<file path="src/sv/mcpu_pkg.sv">
// shared types, constants, rounding and saturation helpers for the moment-corrected primitive update
package mcpu_pkg;

   localparam logic signed [47:0] CONS_LIM   = 48'sh7FFF_FFFF_FFFF;
   localparam logic signed [80:0] CONS_LIM_W = 81'sh7FFF_FFFF_FFFF;
   localparam logic [31:0]        SCALE_RESET = 32'h0001_0000;

   typedef struct packed {
      logic signed [31:0] maxwell_density;
      logic signed [31:0] maxwell_velocity;
      logic signed [31:0] maxwell_temperature;
      logic signed [31:0] pos_count;
      logic signed [31:0] neg_count;
      logic signed [31:0] pos_momentum;
      logic signed [31:0] neg_momentum;
      logic signed [31:0] pos_energy;
      logic signed [31:0] neg_energy;
      logic               last_cell;
   } req_item_type;

   typedef struct packed {
      logic signed [31:0] cell_density;
      logic signed [31:0] cell_velocity;
      logic signed [31:0] cell_temperature;
      logic               zero_density;
      logic               last_cell_out;
   } rsp_item_type;

   // conserved values of one cell, queued between front and back
   typedef struct packed {
      logic signed [47:0] density;
      logic signed [47:0] momentum;
      logic signed [47:0] energy;
      logic               zero_density;
      logic               last_cell;
   } cons_item_type;

   // round prod / 2^shift to nearest, halves away from zero
   function automatic logic signed [80:0] rnd_away(input logic signed [80:0] prod,
                                                   input int unsigned shift);
      logic [80:0] mag;
      logic [80:0] half;
      logic [80:0] res;
      mag  = prod[80] ? 81'(-prod) : 81'(prod);
      half = 81'(1) << (shift - 1);
      res  = (mag + half) >> shift;
      return prod[80] ? -$signed(res) : $signed(res);
   endfunction

   // symmetric saturation to the conserved range
   function automatic logic signed [47:0] sat48(input logic signed [80:0] val);
      logic signed [47:0] res;
      if (val > CONS_LIM_W) begin
         res = CONS_LIM;
      end else if (val < -CONS_LIM_W) begin
         res = -CONS_LIM;
      end else begin
         res = val[47:0];
      end
      return res;
   endfunction

endpackage

</file>
<file path="src/sv/mcpu_queue.sv">
// short queue of conserved cell values between front and back
module mcpu_queue import mcpu_pkg::*; #(
   parameter int unsigned DEPTH = 4
) (
   input  logic          clock,
   input  logic          reset,
   input  logic          push,
   input  cons_item_type push_item,
   output logic          full,
   input  logic          pop,
   output logic          head_valid,
   output cons_item_type head_item
);

   localparam int unsigned PTR_W = $clog2(DEPTH);
   localparam int unsigned CNT_W = $clog2(DEPTH + 1);
   localparam logic [PTR_W-1:0] LAST_SLOT  = PTR_W'(DEPTH - 1);
   localparam logic [CNT_W-1:0] FULL_COUNT = CNT_W'(DEPTH);

   cons_item_type    slot_ff [DEPTH];
   logic [PTR_W-1:0] wr_ptr_ff, wr_ptr_in, rd_ptr_ff, rd_ptr_in;
   logic [CNT_W-1:0] count_ff, count_in;

   assign full       = (count_ff == FULL_COUNT);
   assign head_valid = (count_ff != '0);
   assign head_item  = slot_ff[rd_ptr_ff];

   always_comb begin
      wr_ptr_in = wr_ptr_ff;
      rd_ptr_in = rd_ptr_ff;
      count_in  = count_ff;
      if (push) begin
         wr_ptr_in = (wr_ptr_ff == LAST_SLOT) ? '0 : PTR_W'(wr_ptr_ff + 1'b1);
      end
      if (pop) begin
         rd_ptr_in = (rd_ptr_ff == LAST_SLOT) ? '0 : PTR_W'(rd_ptr_ff + 1'b1);
      end
      case ({push, pop})
         2'b10:   count_in = CNT_W'(count_ff + 1'b1);
         2'b01:   count_in = CNT_W'(count_ff - 1'b1);
         default: count_in = count_ff;
      endcase
   end

   always_ff @(posedge clock) begin
      if (reset) begin
         wr_ptr_ff <= '0;
         rd_ptr_ff <= '0;
         count_ff  <= '0;
      end else begin
         wr_ptr_ff <= wr_ptr_in;
         rd_ptr_ff <= rd_ptr_in;
         count_ff  <= count_in;
      end
   end

   always_ff @(posedge clock) begin
      if (push) begin
         slot_ff[wr_ptr_ff] <= push_item;
      end
   end

   a_pop_not_empty: assert property (@(posedge clock) disable iff (reset)
      pop |-> head_valid)
      else $error("queue popped while empty");

   a_push_not_full: assert property (@(posedge clock) disable iff (reset)
      push |-> (count_ff != FULL_COUNT))
      else $error("queue pushed while full");

   a_count_track: assert property (@(posedge clock) disable iff (reset)
      !$past(reset) |-> count_ff == CNT_W'($past(count_ff) + CNT_W'($past(push))
                                           - CNT_W'($past(pop))))
      else $error("queue fill count out of step");

endmodule

</file>
<file path="config.mk">
export PLATFORM = sky130hd
export DESIGN_NAME = mcpu_queue
export DESIGN_NICKNAME = d
export VERILOG_FILES = /design/src/sv/mcpu_pkg.sv /design/src/sv/mcpu_queue.sv
export SDC_FILE = /design/constraint.sdc
export NUM_CORES = 1
export LEC_CHECK = 0
export ABC_AREA = 1
export BUFFER_PORTS_ARGS = -buffer_cell sky130_fd_sc_hd__buf_4
export CORE_MARGIN = 5
export CORE_UTILIZATION = 55
export DETAILED_ROUTE_END_ITERATION = 7
export PLACE_DENSITY = 0.77
export RECOVER_POWER = 25
export SLEW_MARGIN = 10
export SYNTH_ARGS = -nofsm -noshare
export SYNTH_HDL_FRONTEND = slang
export SYNTH_SLANG_ARGS = --single-unit
</file>
<file path="constraint.sdc">
create_clock -name clock -period 5 [get_ports clock]
set_input_delay 0 -clock clock [delete_from_list [all_inputs] [get_ports clock]]
set_output_delay 0 -clock clock [all_outputs]
set_load 0.005 [all_outputs]
</file>
Word-level counts from Yosys, hierarchy flattened

Memories as Yosys holds them, arrays and structs flattened. A register that Yosys moved wholly into a read port is not among the register bits.
Cells that the tools add are included.

Flip-flop bits (word level): 7
Output and inout bits: 148
Bits in latches: 0
Input bits: 150
Memories: 1
ROM bits: 0
Word-level logic and storage cells: 22
Bits in writable memories: 584

$mul: 0
Eq/ne operators: 5
Add/subtract/negate cells: 4
Order comparisons: 0
Bitwise gates (word level): 0
Shift operators: 0
Div/mod/pow operators: 0
Multiplexer cells: 7
Reductions and logical operators: 2

Memory list:

| name    | words | bits a word | rd ports | clocked after memory_dff | write ports | line             | source |
|---|---|---|---|---|---|---|---|
| slot_ff | 4     | 146         | 1        | 1                        | 1           | mcpu_queue.sv:20 | `cons_item_type slot_ff [DEPTH];` |

Operators with widths:

| cell                                                                   | number |
|---|---|
| 2-bit 2-to-1 mux                                                       | 4 |
| 2-bit equality test (second input constant)                            | 3 |
| 3-bit case mux with 2 select lines                                     | 1 |
| 2-bit by 1-bit adder with 2-bit output (second input constant)         | 2 |
| 3-bit by 1-bit adder with 3-bit output (second input constant)         | 1 |
| 3-bit equality test (second input constant)                            | 1 |
| 3-bit nonzero test                                                     | 1 |
| 3-bit by 1-bit subtractor with 3-bit output (second input constant)    | 1 |
| 2-bit by 1-bit equality test with 1-bit output (second input constant) | 1 |
| 1-bit 2-to-1 mux                                                       | 2 |
| 2-bit nonzero test                                                     | 1 |

Logic depth before layout (Yosys ltp)

Gate-level depths: netlist (run 1).

Word-level depth: 4
Mapped depth: 8
Gate-level depth less buffers: 8

Worst setup path before layout (run 1)

Ideal clock, no wire load.

Path kind: register to register
Start: register wr_ptr_ff[0]
End: memory slot_ff[2][0] (netlist name) (enable)
Path slack: 1114 ps
Path buffers: 0
Required time: 4501 ps
Setup time: 499 ps
Clock period less this slack: 3886 ps
Arrival time: 3388 ps
Cell stages (with the launch flop): 5
Cell sequence: dfxtp_1 -> inv_1 -> ha_1 -> nand2_1 -> inv_1

RTL lines:

| element                  | line             | source |
|---|---|---|
| start: declaration       | mcpu_queue.sv:21 | `logic [PTR_W-1:0] wr_ptr_ff, wr_ptr_in, rd_ptr_ff, rd_ptr_in;` |
| start signal: assignment | mcpu_queue.sv:51 | `wr_ptr_ff <= wr_ptr_in;` |
| end: declaration         | mcpu_queue.sv:20 |  |

No word-level cell before the write port.

==> results of run 1 <==
==> metrics by stage <==
step / instance area [um2] / utilization [%]
2_1_floorplan: 21900 / -
4_1_cts: 27800 / 70.3
3_3_place_gp: 24500 / 62.0
5_1_grt: 27500 / 69.5
6_report: 27500 / 69.5
3_5_place_dp: 24500 / 62.0
==> cells by family (layout without fill, tap and decap cells) <==
logic type,count (synthesis),in the layout
adder cells (fa/ha/maj),7,7
flip-flops,593,593
XOR/XNOR,2,2
AND/OR/NAND/NOR,317,317
buffers and inverters,111,576
other,0,5
AO/OA/AOI/OAI,443,443
==> cell type report <==
type                    instances  area (um2)  area share, %
repair buffers                460        3540           12.9
clock inverters                32         278           1.01
flip-flops and latches        593       17700           64.5
diodes                          5        12.5         0.0455
multi-input cells             769        3710           13.5
inverters                      15        86.3          0.314
clock buffers                  69        1470           5.36
well taps                     525         657           2.39
==> cell usage in the layout, fill, tap and decap left out, types with 2 or more instances in the layout <==
cell type      count
edfxtp_1         584
nor2_1           303
buf_4            220
o21ai_0          161
dlygate4sd3_1    150
o22ai_1          146
o21ai_1          134
clkbuf_1          99
clkbuf_16         57
clkinv_1          15
nand2_1           11
inv_1              9
clkinv_2           9
dfxtp_1            7
ha_1               6
diode_2            5
bufinv_16          5
inv_6              4
buf_12             3
inv_8              2
nor3_1             2
a21oi_1            2
dfxtp_4            2
clkinvlp_4         2
==> sequential cells by signal, indices dropped and copies added, names as in the netlist, named ones only <==
register / cells
slot_ff: 584
wr_ptr_ff: 2
count_ff: 3
rd_ptr_ff: 2
==> per-layer routing <==
layer / GRT usage [%] / vias up / routed length, um
li1: - / 6438 / -
met1: 30.4 / 7027 / 20000
met2: 39.1 / 640 / 26300
met3: 4.28 / 85 / 4370
met4: 6.89 / 2 / 1220
met5: 0 / - / 13
==> worst max-delay path, stage by stage (launching register included) <==
cell and delay [ns]:
dfxtp_4 0.86, buf_4 0.93, o21ai_0 0.25, o22ai_1 0.35
buf_4 0.18
==> report_power, final <==
| group | switching (uW) | leakage, uW | total (uW) | internal [uW] |
|---|---|---|---|---|
| Sequential | 86.2 | 0.00544 | 5810 | 5720 |
| Clock | 1710 | 0.000852 | 4040 | 2340 |
| Combinational | 703 | 0.00315 | 1210 | 512 |
==> worst paths after layout <==
path | to | slack [ns] | cells after the start
max | head_item[74] | 1.64 | 4
min | register | 0.18 | 3
max reg2reg | slot_ff[3][89] | 2.64 | 4
min reg2reg | register | 0.51 | 2
==> metrics.txt, run 1 <==
status complete, no violations; post-DP HPWL 27900 um; Worst Path Arrival 3.36 ns; Global Route Usage Sum 22.9%; main combinational cell family by area after synthesis compound AO/OA/AOI/OAI gates; Final WS setup 1.64 ns; drt first pass iters 6; Simple-Gate Fraction of Synth Area 5.45%; Final setup viols 0; CTS root buffer clkbuf_16; Worst-Margin Slew 1.18 ns; I/O Buffers 297; predominant post-synthesis flop cell edfxtp_1; worst r2r src wr_ptr_ff[0]; ys async rst share 0%; Die Width 210 um; filler cell count 2512; final hold slack 0.177 ns; DR WL/cell 21.0 um; Area Overhead vs Synth 25.3%; final net count 2052; Mean Syn Cell Area 14.9 um2; top post-synthesis cells by count edfxtp_1, nor2_1, o21ai_0; Max Cap Viol 0; Post-Syn Area 21900 um2; Final Power 11100 uW; routed wire length 51900 um; CTS tree yes; worst-path maximum fanout 113; Worst VDD drop 0.000340 V; power per cell area 403 nW/um2; Vias/cell 5.75; Clock Tree Buf Depth 3; largest net degree at the start of global routing 175; mux share of post-synthesis cell area 0%; Min-Delay Path Class input pin to register; post-synthesis compound-gate area fraction 10.9%; Overflow after GRT 0; XOR/XNOR share of the synthesized area 0.0799%; post-synth top area cell edfxtp_1; initial antenna violation count 6; fmax 298 MHz; Worst setup SP type register; CORE AREA 39500 um2; Slew headroom 21.3%; Adder-Cell Fraction of Synth Area 0.434%; dpl cells 2212; Synth top area share 80.0%; top cells by area, synth edfxtp_1, nor2_1, o22ai_1, o21ai_0, o21ai_1; Worst Skew 0.0121 ns; RSZ-0062 raised after global routing false; Starting Density 55.5%; setup bufs post-CTS 0; vias 14200; flops & latches, synth 593; Synthesis Warnings 0; DIE HEIGHT 210 um; antenna-violating nets left 0; final hold viol count 0; Clk pin slew, worst setup/hold paths 0.06 ns; die area 44000 um2; Slew Limit Fails 0; clock sink count 593; fin crit share 67.1%; post-synthesis sequential area ratio 80.8%; Iteration-0 DRC Markers 1242; global-route wire length before repair 79300 um; clk_lat worst skew 0.58 ns; Placer Congestion 0.780; Layout Cells excl Fill 2468; TNS Setup 0 ns; LEAKAGE 0.00944 uW; synthesized net count 1630; Num CTS Buffers 56; H-Tree Depth 2; min-delay src reset; layout cells sized above 1 15.7%; library cells used by synthesis 20; dpl ws 2.35 ns; count leader, synth edfxtp_1; vias in the first global route 14200; Critical Path Sink Type output port; DRC viols 0; Boundary Pins 298; number of synthesized flops with an enable pin 584; Synth Instances 1473; WP data required 5.00 ns; kind of critical path register to output port; minimum clock period 3.36 ns; CTS resizes 0; Rows 73; hold_buf cts 150
No activity file was read; power rests on OpenSTA's default activity.
==> inputs of run 2 (changes only) <==
--- a/config.mk
+++ b/config.mk
@@ -5,12 +5,12 @@
 export SDC_FILE = /design/constraint.sdc
 export NUM_CORES = 1
 export LEC_CHECK = 0
-export ABC_AREA = 1
+export ABC_AREA = 0
 export BUFFER_PORTS_ARGS = -buffer_cell sky130_fd_sc_hd__buf_4
 export CORE_MARGIN = 5
-export CORE_UTILIZATION = 55
+export CORE_UTILIZATION = 51
 export DETAILED_ROUTE_END_ITERATION = 7
-export PLACE_DENSITY = 0.77
+export PLACE_DENSITY = 0.75
 export RECOVER_POWER = 25
 export SLEW_MARGIN = 10
 export SYNTH_ARGS = -nofsm -noshare
==> constraint.sdc (replaced) <==
create_clock -name clock -period 2.8 [get_ports clock]
set_input_delay 0 -clock clock [delete_from_list [all_inputs] [get_ports clock]]
set_output_delay 0 -clock clock [all_outputs]
set_load 0.005 [all_outputs]
==> metrics.txt, run 2 <==
predominant post-synthesis flop cell edfxtp_1; final hold viol count 0 (unchanged); crit-path leading delay family flip-flops; max FFs per register 584 (unchanged); top post-synthesis cells by count edfxtp_1, mux4_2, buf_2; top cells by area, synth edfxtp_1, mux4_2, dfxtp_1, buf_4, buf_2; Num CTS Buffers 57 (+1.8%); Vias/cell 5.40 (-6.1%); synthesized net count 963 (-41%); Clock Tree Buf Depth 3 (unchanged); post-route cell area 27700 um2 (+0.82%); CORE AREA 41800 um2 (+5.6%); LEAKAGE 0.00923 uW (-2.2%); Synth top area share 81.7% (+1.7 points); slack of the worst reg-to-reg path 0.81 ns (-1.83 ns); fmax 407 MHz; WP data required 2.80 ns (-2.20 ns); ys async rst share 0% (unchanged); CTS root buffer clkbuf_16; CTS tree yes; worst r2r src count_ff[0]; Max Cap Viol 0 (unchanged); CP max stage cell dfxtp_4; flops & latches, synth 593 (unchanged); kind of critical path register to output port; antenna-violating nets left 0 (unchanged); I/O Buffers 297 (unchanged); Largest regs slot_ff: 584 flops, count_ff: 3 flops; initial antenna violation count 4 (-2); Critical Path Sink Type output port; post-DP HPWL 25500 um (-8.4%); Clk pin slew, worst setup/hold paths 0.06 ns (about the same); RSZ-0062 raised after global routing false; vias 10300 (-28%); Worst Skew 0.0207 ns (+0.00867 ns); Worst path most repeated cell buf_4; Slew headroom 55.5% (+34 points); Min-Delay Path Class input pin to register; library cells used by synthesis 19 (-5.0%); Overflow after GRT 0 (unchanged); Rows 75 (+2.7%); Final setup viols 0 (unchanged); Iteration-0 DRC Markers 625 (-50%); vias in the first global route 11200 (-21%); FF-to-FF path depth 5 (+1); Cell Chain, Critical Path buf_4 -> mux4_2 -> buf_4; min-delay src push_item[31]; Post-Syn Area 21500 um2 (-2.1%); CTS resizes 0 (unchanged); minimum clock period 2.46 ns; H-Tree Depth 2 (unchanged); CP max stage delay 0.78 ns (-0.15 ns); most common cell after layout, fill and taps aside edfxtp_1; clk_lat worst skew 0.60 ns (+0.02 ns); number of synthesized flops with an enable pin 584 (unchanged); final net count 1465 (-29%); Slew Limit Fails 0 (unchanged); Synth Instances 806 (-45%); Post-Place Cell Area 24600 um2 (+0.39%); Worst Path Buf+Inv 2 (unchanged); Worst setup SP type register; status complete, no violations; Placer Congestion 0.710 (-8.9%); worst-path maximum fanout 25 (-78%); Starting Density 51.4% (-4.0 points); DR WL/cell 22.9 um (+9.0%); Die Width 215 um (+2.6%); routed wire length 43500 um (-16%); Global Route Usage Sum 19.1% (-3.8 points); post-synth top area cell edfxtp_1; Mean Syn Cell Area 26.6 um2 (+79%); hold depth 2 (-1); power per cell area 711 nW/um2 (+77%); drt first pass iters 4 (-2); Boundary Pins 298 (unchanged); Hold Path End slot_ff[3][31]; Worst-Margin Slew 0.667 ns (-0.513 ns); FF-to-FF End count_ff[2]; die area 46300 um2 (+5.3%); Area Overhead vs Synth 29.0%; TNS Setup 0 ns (unchanged); post-synthesis sequential area ratio 82.5% (+1.7 points); Worst VDD drop 0.000643 V (+89%); largest net degree at the start of global routing 59 (-66%); DIE HEIGHT 215 um (+2.6%); clock sink count 593 (unchanged); Synthesis Warnings 0 (unchanged); Most flops, register slot_ff; layout cells sized above 1 34.9% (+19 points); fin crit share 87.7%; Worst Path Arrival 2.46 ns (-0.90 ns); DRC viols 0 (unchanged); count leader, synth edfxtp_1; global-route wire length before repair 67900 um (-14%); commonest non-fill, non-tap cells in the layout edfxtp_1, buf_4, dlygate4sd3_1
## run 2: changes by cell type in the layout (fill, tap and decap cells not counted), moves of 6 or more
cell	before	now
clkinv_1	15	9
o21ai_0	161	1
mux4_2	0	146
nor2_1	303	6
nand2_1	11	0
buf_12	3	19
o21ai_1	134	0
o22ai_1	146	0
## run 2: final cells by class
class	instances	area [um2]
Antenna cell	4	10.0
Timing Repair Buffer	475	3850
Tap cell	539	674
Sequential cell	593	17700
Fill cell	2650	14100
Multi-Input combinational cell	177	3540
Clock inverter	33	350
Inverter	4	15.0
Clock buffer	74	1530
## run 2: power by group
part / total, uW / leakage (uW) / internal, uW / switching (uW)
logic: 1840 / 0.00288 / 1030 / 809
clock network: 7610 / 0.000910 / 4500 / 3110
registers: 10200 / 0.00544 / 10100 / 118
total: 19700 / 0.00923 / 15700 / 4030
## run 2: repair_timing
item | CTS | global route
endpoints found under the hold margin | 593 | 0
setup buffers | 0 | 0
hold buffers | 150 | 0
## run 2: how the worst max path moves through the flow
stage               depth (start not counted)              to    startpoint  slack, ns
floorplan                                   2   slot_ff[3][0]  wr_ptr_ff[0]       0.01
global placement                            3  head_item[119]      register       0.93
detailed placement                          3  head_item[122]      register       0.90
CTS                                         3  head_item[122]      register       0.24
global route                                3  head_item[122]      register       0.19
finish                                      3  head_item[122]      register       0.34
## run 2: metal layers
metal	track usage (%)	vias up	part of all wire, %
met1	24.8	5329	40
li1	-	4518	-
met2	32.7	341	52
met4	4.93	0	2.0
met5	0	-	0
met3	4.98	64	6.5
## run 2: worst register-to-register path, stage by stage (launching register included)
cell           delay [ns]
dfxtp_1              0.35
fa_1                 0.44
xnor2_1              0.14
or3_1                0.30
a21oi_1              0.13
dlygate4sd3_1        0.56
## run 2: per-stage QoR
| step | hold WS, ns | cells | utilization, % | total power [uW] | worst slack, ns |
|---|---|---|---|---|---|
| after floorplan | 0.0691 | 806 | - | 11200 | 0.0110 |
| after global placement | 0.199 | 1638 | 59.0 | 12100 | 0.927 |
| after detailed placement | 0.202 | 1638 | 59.0 | 12200 | 0.904 |
| after CTS | 0.100 | 1895 | 67.1 | 20000 | 0.243 |
| after global routing | 0.167 | 1898 | 66.3 | 20500 | 0.193 |
| final | 0.171 | 1899 | 66.3 | 19700 | 0.344 |
## run 2: logic make-up (layout without fill, tap and decap cells)
logic type | Yosys count | in the layout | share of synthesized area, %
flip-flops | 593 | 593 | 82.5
AO/OA/AOI/OAI | 4 | 4 | 0.0932
XOR/XNOR | 2 | 2 | 0.0816
adder cells (fa/ha/maj) | 7 | 7 | 0.443
AND/OR/NAND/NOR | 15 | 15 | 0.384
multiplexers | 149 | 149 | 15.5
buffers and inverters | 36 | 586 | 1.05
other | 0 | 4 | 0
==> inputs of run 3 (changes only) <==
--- a/config.mk
+++ b/config.mk
@@ -6,7 +6,7 @@
 export NUM_CORES = 1
 export LEC_CHECK = 0
 export ABC_AREA = 0
-export BUFFER_PORTS_ARGS = -buffer_cell sky130_fd_sc_hd__buf_4
+export BUFFER_PORTS_ARGS = -buffer_cell sky130_fd_sc_hd__buf_2
 export CORE_MARGIN = 5
 export CORE_UTILIZATION = 51
 export DETAILED_ROUTE_END_ITERATION = 7
==> metrics.txt, run 3 (synthesis results as in run 2) <==
P_sw 3940 uW (-2.3%); drt first pass iters 4 (unchanged); Worst Path Arrival 2.33 ns (-0.13 ns); fin crit share 83.3% (-4.4 points); minimum clock period 2.33 ns (-0.124 ns); commonest non-fill, non-tap cells in the layout edfxtp_1, buf_2, dlygate4sd3_1; CP max stage cell mux4_2; register share of total power 53.6% (+1.6 points); Largest regs slot_ff: 584 flops, count_ff: 3 flops; Worst VDD drop 0.000543 V (-16%); I/O Buffers 297 (unchanged); Post-Place Cell Area 23700 um2 (-3.6%); Worst-Margin Slew 0.795 ns (+0.128 ns); Min-Delay Path Class input pin to register; Combinational Power Share 8.5% (-0.8 points); die area 46300 um2 (unchanged); worst-path maximum fanout 77 (+210%); Critical Path Sink Type output port; Vias/cell 5.46 (+1.1%); Overflow after GRT 0 (unchanged); Boundary Pins 298 (unchanged); DIE HEIGHT 215 um (unchanged); TNS Setup 0 ns (unchanged); min-delay src push_item[134]; fmax 429 MHz (+5.3%); vias 10300 (+0.37%); routed wire length 43500 um (-0.19%); CTS root buffer clkbuf_16; Final Power 19100 uW (-3.1%); Num CTS Buffers 55 (-3.5%); Sw Ratio 20.7% (+0.17 points); final hold viol count 0 (unchanged); vias in the first global route 11300 (+0.82%); CORE AREA 41800 um2 (unchanged); Iteration-0 DRC Markers 829 (+33%); Area Overhead vs Synth 25.3%; final net count 1453 (-0.82%); post-DP HPWL 24300 um (-4.8%); Max Cap Viol 0 (unchanged); filler cell count 2751 (+3.8%); Worst Skew 0.0116 ns (-0.00911 ns); CTS resizes 0 (unchanged); DR WL/cell 23.1 um (+0.55%); Slew Limit Fails 0 (unchanged); LEAKAGE 0.00890 uW (-3.6%); Placer Congestion 0.721 (+1.5%); global-route wire length before repair 67300 um (-0.85%); RSZ-0062 raised after global routing false; Worst setup SP type register; post-route cell area 26900 um2 (-2.9%); Global Route Usage Sum 18.9% (-0.20 points); power per cell area 709 nW/um2 (-0.22%); most common cell after layout, fill and taps aside edfxtp_1; H-Tree Depth 2 (unchanged); Core Util, Final 64.4% (-1.9 points); kind of critical path register to output port; max FFs per register 584 (unchanged); Cell Chain, Critical Path buf_12 -> mux4_2 -> buf_2; layout cells sized above 1 33.6% (-1.3 points); WP data required 2.80 ns (about the same); CTS tree yes; Clk pin slew, worst setup/hold paths 0.07 ns (about the same); worst r2r src count_ff[0]; clock sink count 593 (unchanged); antenna-violating nets left 0 (unchanged); clk_lat worst skew 0.58 ns (-0.02 ns); Most flops, register slot_ff; Starting Density 51.4% (unchanged); CP max stage delay 0.62 ns (-0.16 ns); initial antenna violation count 5 (+1); Clock Power Share 37.9% (-0.7 points); Clock Tree Buf Depth 3 (unchanged); largest net degree at the start of global routing 95 (+61%); Final setup viols 0 (unchanged); DRC viols 0 (unchanged); Die Width 215 um (unchanged); status complete, no violations; Slew headroom 47.0% (-8.5 points); Rows 75 (unchanged); Pint 15100 uW (-3.3%)
[run 3: changes by cell type in the layout (fill, tap and decap cells not counted), sizes merged]
cell and delta:
buf -12, clkbuf +1, bufinv -2, diode +1, clkinv -2
[run 3: area by class of cell]
| cell class | instances | area, um2 | area share [%] |
|---|---|---|---|
| clock buffers | 73 | 1490 | 5.53 |
| flip-flops and latches | 593 | 17700 | 65.9 |
| repair buffers | 465 | 3170 | 11.8 |
| multi-input cells | 177 | 3540 | 13.2 |
| diodes | 5 | 12.5 | 0.0465 |
| well taps | 539 | 674 | 2.51 |
| clock inverters | 29 | 268 | 0.995 |
| inverters | 4 | 15.0 | 0.0558 |
[run 3: timing repair]
item / CTS / global route
endpoints found under the hold margin: 623 / 0
buffers inserted: 0 / 0
hold buffers: 150 / 0
[run 3: worst paths after layout]
| kind | endpoint | slack [ns] | cells past startpoint |
|---|---|---|---|
| worst max-delay path | head_item[130] | 0.47 | 3 |
| worst min-delay path | slot_ff[1][134] | 0.19 | 2 |
| worst max register to register | count_ff[2] | 0.80 | 5 |
| worst min register to register | register | 0.55 | 2 |
[run 3: worst max-delay path, delay by kind of cell, from the launching register on]
family	cells	cell delay, ns
multiplexers	1	0.62
buffers and inverters	2	0.61
flip-flops	1	0.38
[run 3: power groups by stage]
stage | Combinational (uW) | Sequential [uW] | Clock [uW]
global placement | 1460 | 10400 | 0
detailed placement | 1480 | 10400 | 0
finish | 1620 | 10200 | 7230
global route | 1750 | 10300 | 7820
CTS | 1660 | 10200 | 7390
floorplan | 788 | 10400 | 0
[run 3: per-layer routing]
metal	track usage [%]	up-vias	wire, um
li1	-	4485	-
met1	23.7	5379	16700
met2	33.1	351	22700
met3	4.63	75	3040
met4	5.70	0	1090
met5	0	-	0
[run 3: through the flow]
step / hold slack [ns] / setup slack [ns] / std cells
floorplan: 0.0691 / 0.0110 / 806
detailed placement: 0.215 / 0.935 / 1628
global route: 0.193 / 0.312 / 1883
CTS: 0.113 / 0.387 / 1880
finish: 0.191 / 0.467 / 1885
global placement: 0.210 / 0.960 / 1628
